`config.mk`:
```
export PLATFORM = sky130hd
export DESIGN_NAME = motor_feedback_multiturn_decoder_top
export DESIGN_NICKNAME = d
export VERILOG_FILES = /design/src/hdl/mfmd_pkg.sv /design/src/hdl/motor_feedback_multiturn_decoder_top.sv /design/src/hdl/mfmd_scale.sv
export SDC_FILE = /design/constraint.sdc
export NUM_CORES = 1
export LEC_CHECK = 0
export BUFFER_PORTS_ARGS = -buffer_cell sky130_fd_sc_hd__clkbuf_2
export CORE_MARGIN = 2
export CORE_UTILIZATION = 61
export CTS_CLUSTER_SIZE = 24
export DETAILED_ROUTE_END_ITERATION = 16
export PLACE_DENSITY = 0.84
export REMOVE_ABC_BUFFERS = 1
export SYNTH_ARGS = -nofsm -noshare
export SYNTH_HDL_FRONTEND = slang
export SYNTH_SLANG_ARGS = --single-unit
```
`constraint.sdc`:
```
create_clock -name clk -period 15.4 [get_ports clk]
set_input_delay 1.54 -clock clk [delete_from_list [all_inputs] [get_ports clk]]
set_output_delay 1.54 -clock clk [all_outputs]
set_load 0.05 [all_outputs]
```
`src/hdl/mfmd_pkg.sv`:
```
// Shared widths, codes and types of the multi-turn motor feedback decoder.
package mfmd_pkg;

  localparam int IN_TDATA_W  = 56;
  localparam int OUT_TDATA_W = 120;
  localparam int CFG_IDX_W   = 2;
  localparam int CFG_DATA_W  = 16;

  localparam int CNT_W   = 32;
  localparam int Q10_W   = 36;
  localparam int WHOLE_W = 32;
  localparam int PROD_W  = 38;

  localparam logic OP_FEEDBACK = 1'b0;
  localparam logic OP_CAPTURE  = 1'b1;

  localparam logic [CFG_IDX_W-1:0] REG_SPEED_DEADBAND = 2'd0;
  localparam logic [CFG_IDX_W-1:0] REG_WRAP_JUMP      = 2'd1;
  localparam logic [CFG_IDX_W-1:0] REG_WRAP_MIDPOINT  = 2'd2;

  localparam logic [3:0] DATA_FRAME_LEN = 4'd8;
  localparam int         TURN_SHIFT     = 13;

  typedef struct packed {
    logic [Q10_W-1:0]   q10;
    logic [WHOLE_W-1:0] whole;
  } scale_t;

endpackage

```
`src/hdl/motor_feedback_multiturn_decoder_top.sv`:
```
// Top level of the multi-turn motor feedback decoder.
//
//  Channel   | Signals                              | Direction | Carries
//  ----------+--------------------------------------+-----------+---------------------------
//  s_*       | s_tvalid s_tready s_tdata s_tuser    | in        | feedback frame or capture
//  m_*       | m_tvalid m_tready m_tdata m_tuser    | out       | decoded position word
//  cfg_*     | cfg_we cfg_index cfg_data            | in        | register writes
//
// Each word passes three registers: the input register, a middle register fed by
// the logic that reads and updates the per-motor state and forms the relative
// count, and the output register fed by the logic that scales the count to
// degrees. One word is accepted every cycle while the output is not stalled; the
// per-motor state update is the loop that sets this rate. Each stage moves on
// when the stage after it is empty or moving, so bubbles are squeezed out and
// input is still taken while a finished word waits at the output, until the two
// earlier stages are full.
// Reset (rst, synchronous) empties the pipeline, clears all per-motor state and
// loads the register defaults.
module motor_feedback_multiturn_decoder_top #(
  parameter int MOTORS = 4
) (
  input  logic                                clk,
  input  logic                                rst,
  input  logic                                s_tvalid,
  output logic                                s_tready,
  // frame_id[10:0] is_extended[11] is_remote[12] frame_length[16:13]
  // angle_high[24:17] angle_low[32:25] speed_high[40:33] speed_low[48:41]
  input  logic [mfmd_pkg::IN_TDATA_W-1:0]     s_tdata,
  // op[0]
  input  logic [0:0]                          s_tuser,
  output logic                                m_tvalid,
  input  logic                                m_tready,
  // motor_slot[1:0] speed_rpm[17:2] position_counts[49:18]
  // angle_deg_q10[85:50] angle_deg_whole[117:86]
  output logic [mfmd_pkg::OUT_TDATA_W-1:0]    m_tdata,
  // accepted[0]
  output logic [0:0]                          m_tuser,
  input  logic                                cfg_we,
  input  logic [mfmd_pkg::CFG_IDX_W-1:0]      cfg_index,
  input  logic [mfmd_pkg::CFG_DATA_W-1:0]     cfg_data
);
  import mfmd_pkg::*;

  localparam int SLOT_W = (MOTORS > 1) ? $clog2(MOTORS) : 1;

  // Configuration registers.
  logic [7:0]  speed_deadband;
  logic [15:0] wrap_jump;
  logic [15:0] wrap_midpoint;

  // Per-motor state, small enough to live in flip-flops.
  logic [15:0]      last_raw   [MOTORS];
  logic [15:0]      turn_count [MOTORS];
  logic [CNT_W-1:0] zero_offset[MOTORS];
  logic [CNT_W-1:0] cur_pos    [MOTORS];

  // Input register.
  logic                  s1_valid;
  logic                  s1_op;
  logic [IN_TDATA_W-1:0] s1_data;

  // Middle stage.
  logic             s2_valid;
  logic             s2_acc;
  logic [1:0]       s2_slot;
  logic [15:0]      s2_speed;
  logic [CNT_W-1:0] s2_counts;

  // Output register.
  logic             out_valid;
  logic             out_acc;
  logic [1:0]       out_slot;
  logic [15:0]      out_speed;
  logic [CNT_W-1:0] out_counts;
  scale_t           out_scaled;
  scale_t           scaled;

  logic out_en;
  logic s2_en;
  logic s1_en;

  assign out_en   = !out_valid || m_tready;
  assign s2_en    = !s2_valid || out_en;
  assign s1_en    = !s1_valid || s2_en;
  assign s_tready = s1_en;

  // Field decode of the registered input word.
  logic [10:0] frame_id;
  logic        is_extended;
  logic        is_remote;
  logic [3:0]  frame_length;
  logic [15:0] raw;
  logic [15:0] spd;

  assign frame_id     = s1_data[10:0];
  assign is_extended  = s1_data[11];
  assign is_remote    = s1_data[12];
  assign frame_length = s1_data[16:13];
  assign raw          = {s1_data[24:17], s1_data[32:25]};
  assign spd          = {s1_data[40:33], s1_data[48:41]};

  logic [3:0]        motor_num;
  logic [3:0]        slot4;
  logic [SLOT_W-1:0] sidx;
  logic              frame_hit;
  logic              step;

  assign motor_num = frame_id[3:0];
  assign slot4     = motor_num - 4'd1;
  assign sidx      = slot4[SLOT_W-1:0];
  assign frame_hit = (s1_op == OP_FEEDBACK) && !is_extended && !is_remote &&
                     (frame_length == DATA_FRAME_LEN) && (motor_num != 4'd0) &&
                     ({28'd0, motor_num} <= 32'(MOTORS));
  assign step      = s1_valid && s2_en;

  // Speed deadband on the magnitude; the most negative speed has magnitude 32768.
  logic [15:0] spd_mag;
  logic [15:0] speed_out;

  assign spd_mag   = spd[15] ? (~spd + 16'd1) : spd;
  assign speed_out = (spd_mag <= {8'd0, speed_deadband}) ? 16'd0 : spd;

  // Wrap detection against the last angle of this motor.
  logic [15:0]      last;
  logic [15:0]      turn;
  logic [16:0]      diff;
  logic [16:0]      diff_abs;
  logic             wrapped;
  logic [15:0]      turn_next;
  logic [CNT_W-1:0] pos_next;
  logic [CNT_W-1:0] rel;

  assign last     = last_raw[sidx];
  assign turn     = turn_count[sidx];
  assign diff     = {1'b0, raw} - {1'b0, last};
  assign diff_abs = diff[16] ? (~diff + 17'd1) : diff;
  assign wrapped  = diff_abs > {1'b0, wrap_jump};

  always_comb begin
    if (!wrapped) begin
      turn_next = turn;
    end else if (last > wrap_midpoint) begin
      turn_next = turn + 16'd1;
    end else begin
      turn_next = turn - 16'd1;
    end
  end

  assign pos_next = ({{(CNT_W-16){turn_next[15]}}, turn_next} << TURN_SHIFT) +
                    {{(CNT_W-16){1'b0}}, raw};
  assign rel      = pos_next - zero_offset[sidx];

  // Configuration writes; an index past the last register is dropped.
  always_ff @(posedge clk) begin
    if (rst) begin
      speed_deadband <= 8'd3;
      wrap_jump      <= 16'd6000;
      wrap_midpoint  <= 16'd4000;
    end else if (cfg_we) begin
      unique case (cfg_index)
        REG_SPEED_DEADBAND: speed_deadband <= cfg_data[7:0];
        REG_WRAP_JUMP:      wrap_jump      <= cfg_data;
        REG_WRAP_MIDPOINT:  wrap_midpoint  <= cfg_data;
        default: ;
      endcase
    end
  end

  // Per-motor state update as the word leaves the input register.
  always_ff @(posedge clk) begin
    if (rst) begin
      for (int i = 0; i < MOTORS; i++) begin
        last_raw[i]    <= '0;
        turn_count[i]  <= '0;
        zero_offset[i] <= '0;
        cur_pos[i]     <= '0;
      end
    end else if (step) begin
      if (s1_op == OP_CAPTURE) begin
        for (int i = 0; i < MOTORS; i++) begin
          zero_offset[i] <= cur_pos[i];
        end
      end else if (frame_hit) begin
        last_raw[sidx]   <= raw;
        turn_count[sidx] <= turn_next;
        cur_pos[sidx]    <= pos_next;
      end
    end
  end

  // Input register.
  always_ff @(posedge clk) begin
    if (rst) begin
      s1_valid <= 1'b0;
    end else if (s1_en) begin
      s1_valid <= s_tvalid;
    end
  end

  always_ff @(posedge clk) begin
    if (s1_en && s_tvalid) begin
      s1_op   <= s_tuser[0];
      s1_data <= s_tdata;
    end
  end

  // Middle stage; ignored frames and captures carry all-zero fields.
  always_ff @(posedge clk) begin
    if (rst) begin
      s2_valid <= 1'b0;
    end else if (s2_en) begin
      s2_valid <= s1_valid;
    end
  end

  always_ff @(posedge clk) begin
    if (step) begin
      s2_acc    <= frame_hit;
      s2_slot   <= frame_hit ? slot4[1:0] : 2'd0;
      s2_speed  <= frame_hit ? speed_out : 16'd0;
      s2_counts <= frame_hit ? rel : '0;
    end
  end

  mfmd_scale u_scale (
    .counts (s2_counts),
    .scaled (scaled)
  );

  // Output register.
  always_ff @(posedge clk) begin
    if (rst) begin
      out_valid <= 1'b0;
    end else if (out_en) begin
      out_valid <= s2_valid;
    end
  end

  always_ff @(posedge clk) begin
    if (out_en && s2_valid) begin
      out_acc    <= s2_acc;
      out_slot   <= s2_slot;
      out_speed  <= s2_speed;
      out_counts <= s2_counts;
      out_scaled <= scaled;
    end
  end

  assign m_tvalid   = out_valid;
  assign m_tuser[0] = out_acc;
  assign m_tdata    = {2'b00, out_scaled.whole, out_scaled.q10, out_counts, out_speed, out_slot};

  // The input side never waits while the output register is empty.
  a_ready_when_empty: assert property (@(posedge clk) disable iff (rst)
    !m_tvalid |-> s_tready)
    else $error("input stalled with an empty output register");

  // A word that did not update a motor carries only zeros.
  a_rejected_zero: assert property (@(posedge clk) disable iff (rst)
    (m_tvalid && !m_tuser[0]) |-> (m_tdata == '0))
    else $error("rejected word carries nonzero fields");

  // A capture takes each motor's absolute position as its zero; checked for motor one.
  a_capture_zero: assert property (@(posedge clk) disable iff (rst)
    (step && (s1_op == OP_CAPTURE)) |=> (zero_offset[0] == $past(cur_pos[0])))
    else $error("capture did not load the zero offset");

  // A valid frame reaches the middle stage marked as accepted.
  a_hit_accepted: assert property (@(posedge clk) disable iff (rst)
    (step && frame_hit) |=> (s2_valid && s2_acc))
    else $error("valid frame lost its accepted mark");

endmodule

```
`src/hdl/mfmd_scale.sv`:
```
// Converts a signed position count into saturated Q10 degrees and whole degrees.
module mfmd_scale (
  input  logic [mfmd_pkg::CNT_W-1:0] counts,
  output mfmd_pkg::scale_t           scaled
);
  import mfmd_pkg::*;

  logic [PROD_W-1:0] cext;
  logic [PROD_W-1:0] prod;
  logic [PROD_W-1:0] biased;
  logic              sat;

  // Times 45 as 32 + 8 + 4 + 1; the product always fits in 38 bits.
  assign cext = {{(PROD_W-CNT_W){counts[CNT_W-1]}}, counts};
  assign prod = (cext << 5) + (cext << 3) + (cext << 2) + cext;

  // Out of the 36-bit range when the top three bits disagree.
  assign sat = !((prod[PROD_W-1:Q10_W-1] == '0) || (prod[PROD_W-1:Q10_W-1] == '1));

  // Arithmetic shift rounds toward minus infinity, so bias negatives first.
  assign biased = prod + (prod[PROD_W-1] ? PROD_W'(1023) : PROD_W'(0));

  always_comb begin
    if (sat) begin
      scaled.q10 = prod[PROD_W-1] ? {1'b1, {(Q10_W-1){1'b0}}} : {1'b0, {(Q10_W-1){1'b1}}};
    end else begin
      scaled.q10 = prod[Q10_W-1:0];
    end
    // The quotient needs only 28 bits; sign-extend it to the full width.
    scaled.whole = {{(WHOLE_W-PROD_W+10){biased[PROD_W-1]}}, biased[PROD_W-1:10]};
  end

endmodule
```
==> out/metrics.cfg <==
[synth]
ys_seq_elements=568
async_flop_share_pct=0
yosysUniqueCellTypes=103
syn_area_sq_um=30600
yosysWarnings=0
seq_area_frac_synth_pct=54.3
ys.flop_type=edfxtp_1
syn_inst=2501
avgSynthCellArea_sq_um=12.2
synth-edff-count=525

[die]
initial_core_util_pct=61.4
io_pins=203
dieArea_sq_um=52000
die_w_microns=228
core-area_sq_um=49900
fp.dieH_microns=228
rows=82

[placed_design]
dpl_cell_area_sq_um=32200
pre_cts_ws_ps=3080
dp_hpwl_microns=45200
dp_cells=3284
globalplace.congestion=0.898
port_buffers=186

[routing]
antenna_left=0
vias_per_cell=5.92
totalWireLength_microns=66800
vias=20100
detail_route.first_pass.iterations=6
drt-initial-drc-count=1705
wl_per_cell_microns=19.7
route.detailed.drc=0

[sta]
fin_crit_sh_pct=82.0
setup_ws_ps=2770
period_minus_slack_ps=12630
fmax_mhz=79.2
slew_headroom_pct=20.3
timing.final.max_slew_violations=0
setup_viol=0
hold_violations=0
hold_ws_ps=418
tightest_slew_ps=1190
rsz0062_at_grt=false
skew_ps=17.4
fin_setup_tns_ps=0

[pwr]
cellPowerDensity_nw_per_um2=151
p_leak_nw=13.4
finalPower_mw=5.16
ir_drop_v=0.000113

[clock_tree]
root_buffer=clkbuf_16
cts-resized-gates=0
clk_path_buf_depth=3
insertion_delay_ps=640
clock_sinks=568
cts_buffers=56
hold_buffers=0
cts_tree=built
postCtsSetupRepairBufs=0
htreeDepth=2
clk_pin_slew_worst_paths_ps=60

[global_routing]
grt_max_degree=121
grt_pass1_vias=20600
grt_pass1_wl_microns=107000
grt.overflow.total=0
grtUsageTotal_pct=25.9
antenna_found_initial=0

[finish]
final_common_cell=edfxtp_1
multi_input_area_sq_um=13100
fin_nets=2962
final_area_sq_um=34100
final_cell_mix=edfxtp_1, nor2_1, and2_1
diodes=0
fill_cells=3395
stdcell_count=3389
register_area_sq_um=16600
drive_gt1_share_pct=15.3
syn2layout_area_growth_pct=11.5
utilization_pct=68.5

[run]
drv_cap=0

[critical_path]
critPathCaptureType=register
startpoint_type=register
r2r_slack_ps=2770
slowest_stage=a21oi_1
cp.required_ps=15760
crit_fanout=40
reg2reg_depth=43
worstSetupPathType=register to register
arrival_ps=12990
reg2reg_to=s2_counts[29]
timing.rr.start=s1_data[0]
critical_path.max_stage_delay_ps=880

[status]
status=finished clean

[worst_hold_path]
hold_end=out_slot[1]
holdCritPathClass=register to register
hold_depth=0
min-delay-start=s2_slot[1]

==> registers in the layout, summed over array words and instances (netlist names), 8 cells and up <==
register,count
cur_pos,120
last_raw,12
m_tdata,64
out_counts,32
out_speed,16
s1_data,42
s2_counts,32
s2_speed,16
speed_deadband,8
turn_count,64
wrap_jump,16
wrap_midpoint,16
zero_offset,120
==> worst max-delay path: cells and delay by family (launching register included) <==
family	cells	cell delay (ps)
XOR/XNOR	3	690
flip-flops	1	330
AND/OR/NAND/NOR	7	1400
buffers and inverters	7	1990
AO/OA/AOI/OAI	18	4990
adder cells (fa/ha/maj)	6	1940
multiplexers	2	950
==> how the worst max path moves through the flow <==
stage,startpoint,to,slack [ps],cells after the start
after floorplan,s1_data[0],s2_counts[29],1380,40
after global placement,s1_data[0],s2_counts[29],3410,43
after detailed placement,s1_data[0],s2_counts[29],3080,43
after CTS,s1_data[0],s2_counts[29],2930,43
after global routing,s1_data[0],s2_counts[29],2050,43
final,s1_data[0],s2_counts[29],2770,43
==> cell families (layout without fill, tap and decap cells) <==
family                   count (synthesis)  count (layout)  synth area share (%)
adder cells (fa/ha/maj)                214             214                  10.3
other                                    1               2                0.0123
XOR/XNOR                               126             126                  3.75
flip-flops                             568             568                  54.3
AO/OA/AOI/OAI                          431             431                  9.42
multiplexers                            83              83                  5.27
AND/OR/NAND/NOR                        826             826                  13.7
buffers and inverters                  252             467                  3.29
==> cell type report <==
type,instances,area share (%)
clock inverters,46,1.53
flip-flops and latches,568,48.7
well taps,672,2.46
repair buffers,205,3.15
multi-input cells,1682,38.3
clock buffers,59,4.14
inverters,157,1.73
==> where the power goes <==
group | leakage, nW | internal, mW | switching, mW
clock network | 0.941 | 0.838 | 0.602
registers | 5.58 | 1.77 | 0.0379
logic | 6.89 | 0.701 | 1.21
==> per-layer routing <==
| metal | share of wire, % | track usage, % | vias to the layer above |
|---|---|---|---|
| li1 | - | - | 9392 |
| met1 | 40 | 32.8 | 9770 |
| met2 | 50 | 45.2 | 760 |
| met3 | 6.3 | 3.43 | 148 |
| met4 | 3.7 | 10.7 | 0 |
| met5 | 0 | 0 | - |
==> synthesized netlist by cell type (8+ instances only) <==
cell type  instances  area, sq um
nor3_1            46          230
nand3_1           35          175
o21a_1            22          165
o31ai_1            9         67.6
edfxtp_1         525        15800
o211ai_1          23          173
inv_1            156          586
clkbuf_1          65          244
dfxtp_1           43          861
a21o_1            40          300
a211oi_1           8         60.1
nor2_1           267         1000
ha_1             149         1860
nand2b_1          34          213
fa_1              63         1260
o21ai_1           10         50.1
nand2_1          124          465
nor2b_1           30          188
and3_1            12         75.1
o21ai_0           91          455
or3_1             11         68.8
mux4_2            60         1350
o21bai_1          14          105
a31oi_1           15         93.8
mux2i_1           17          170
a21oi_1          115          576
xor2_1            33          289
nand4_1           17          106
buf_1             10         37.5
buf_2             10         50.1
and2_1           205         1280
xnor2_1           88          771
Note: power is estimated with default switching activity, not from simulation.
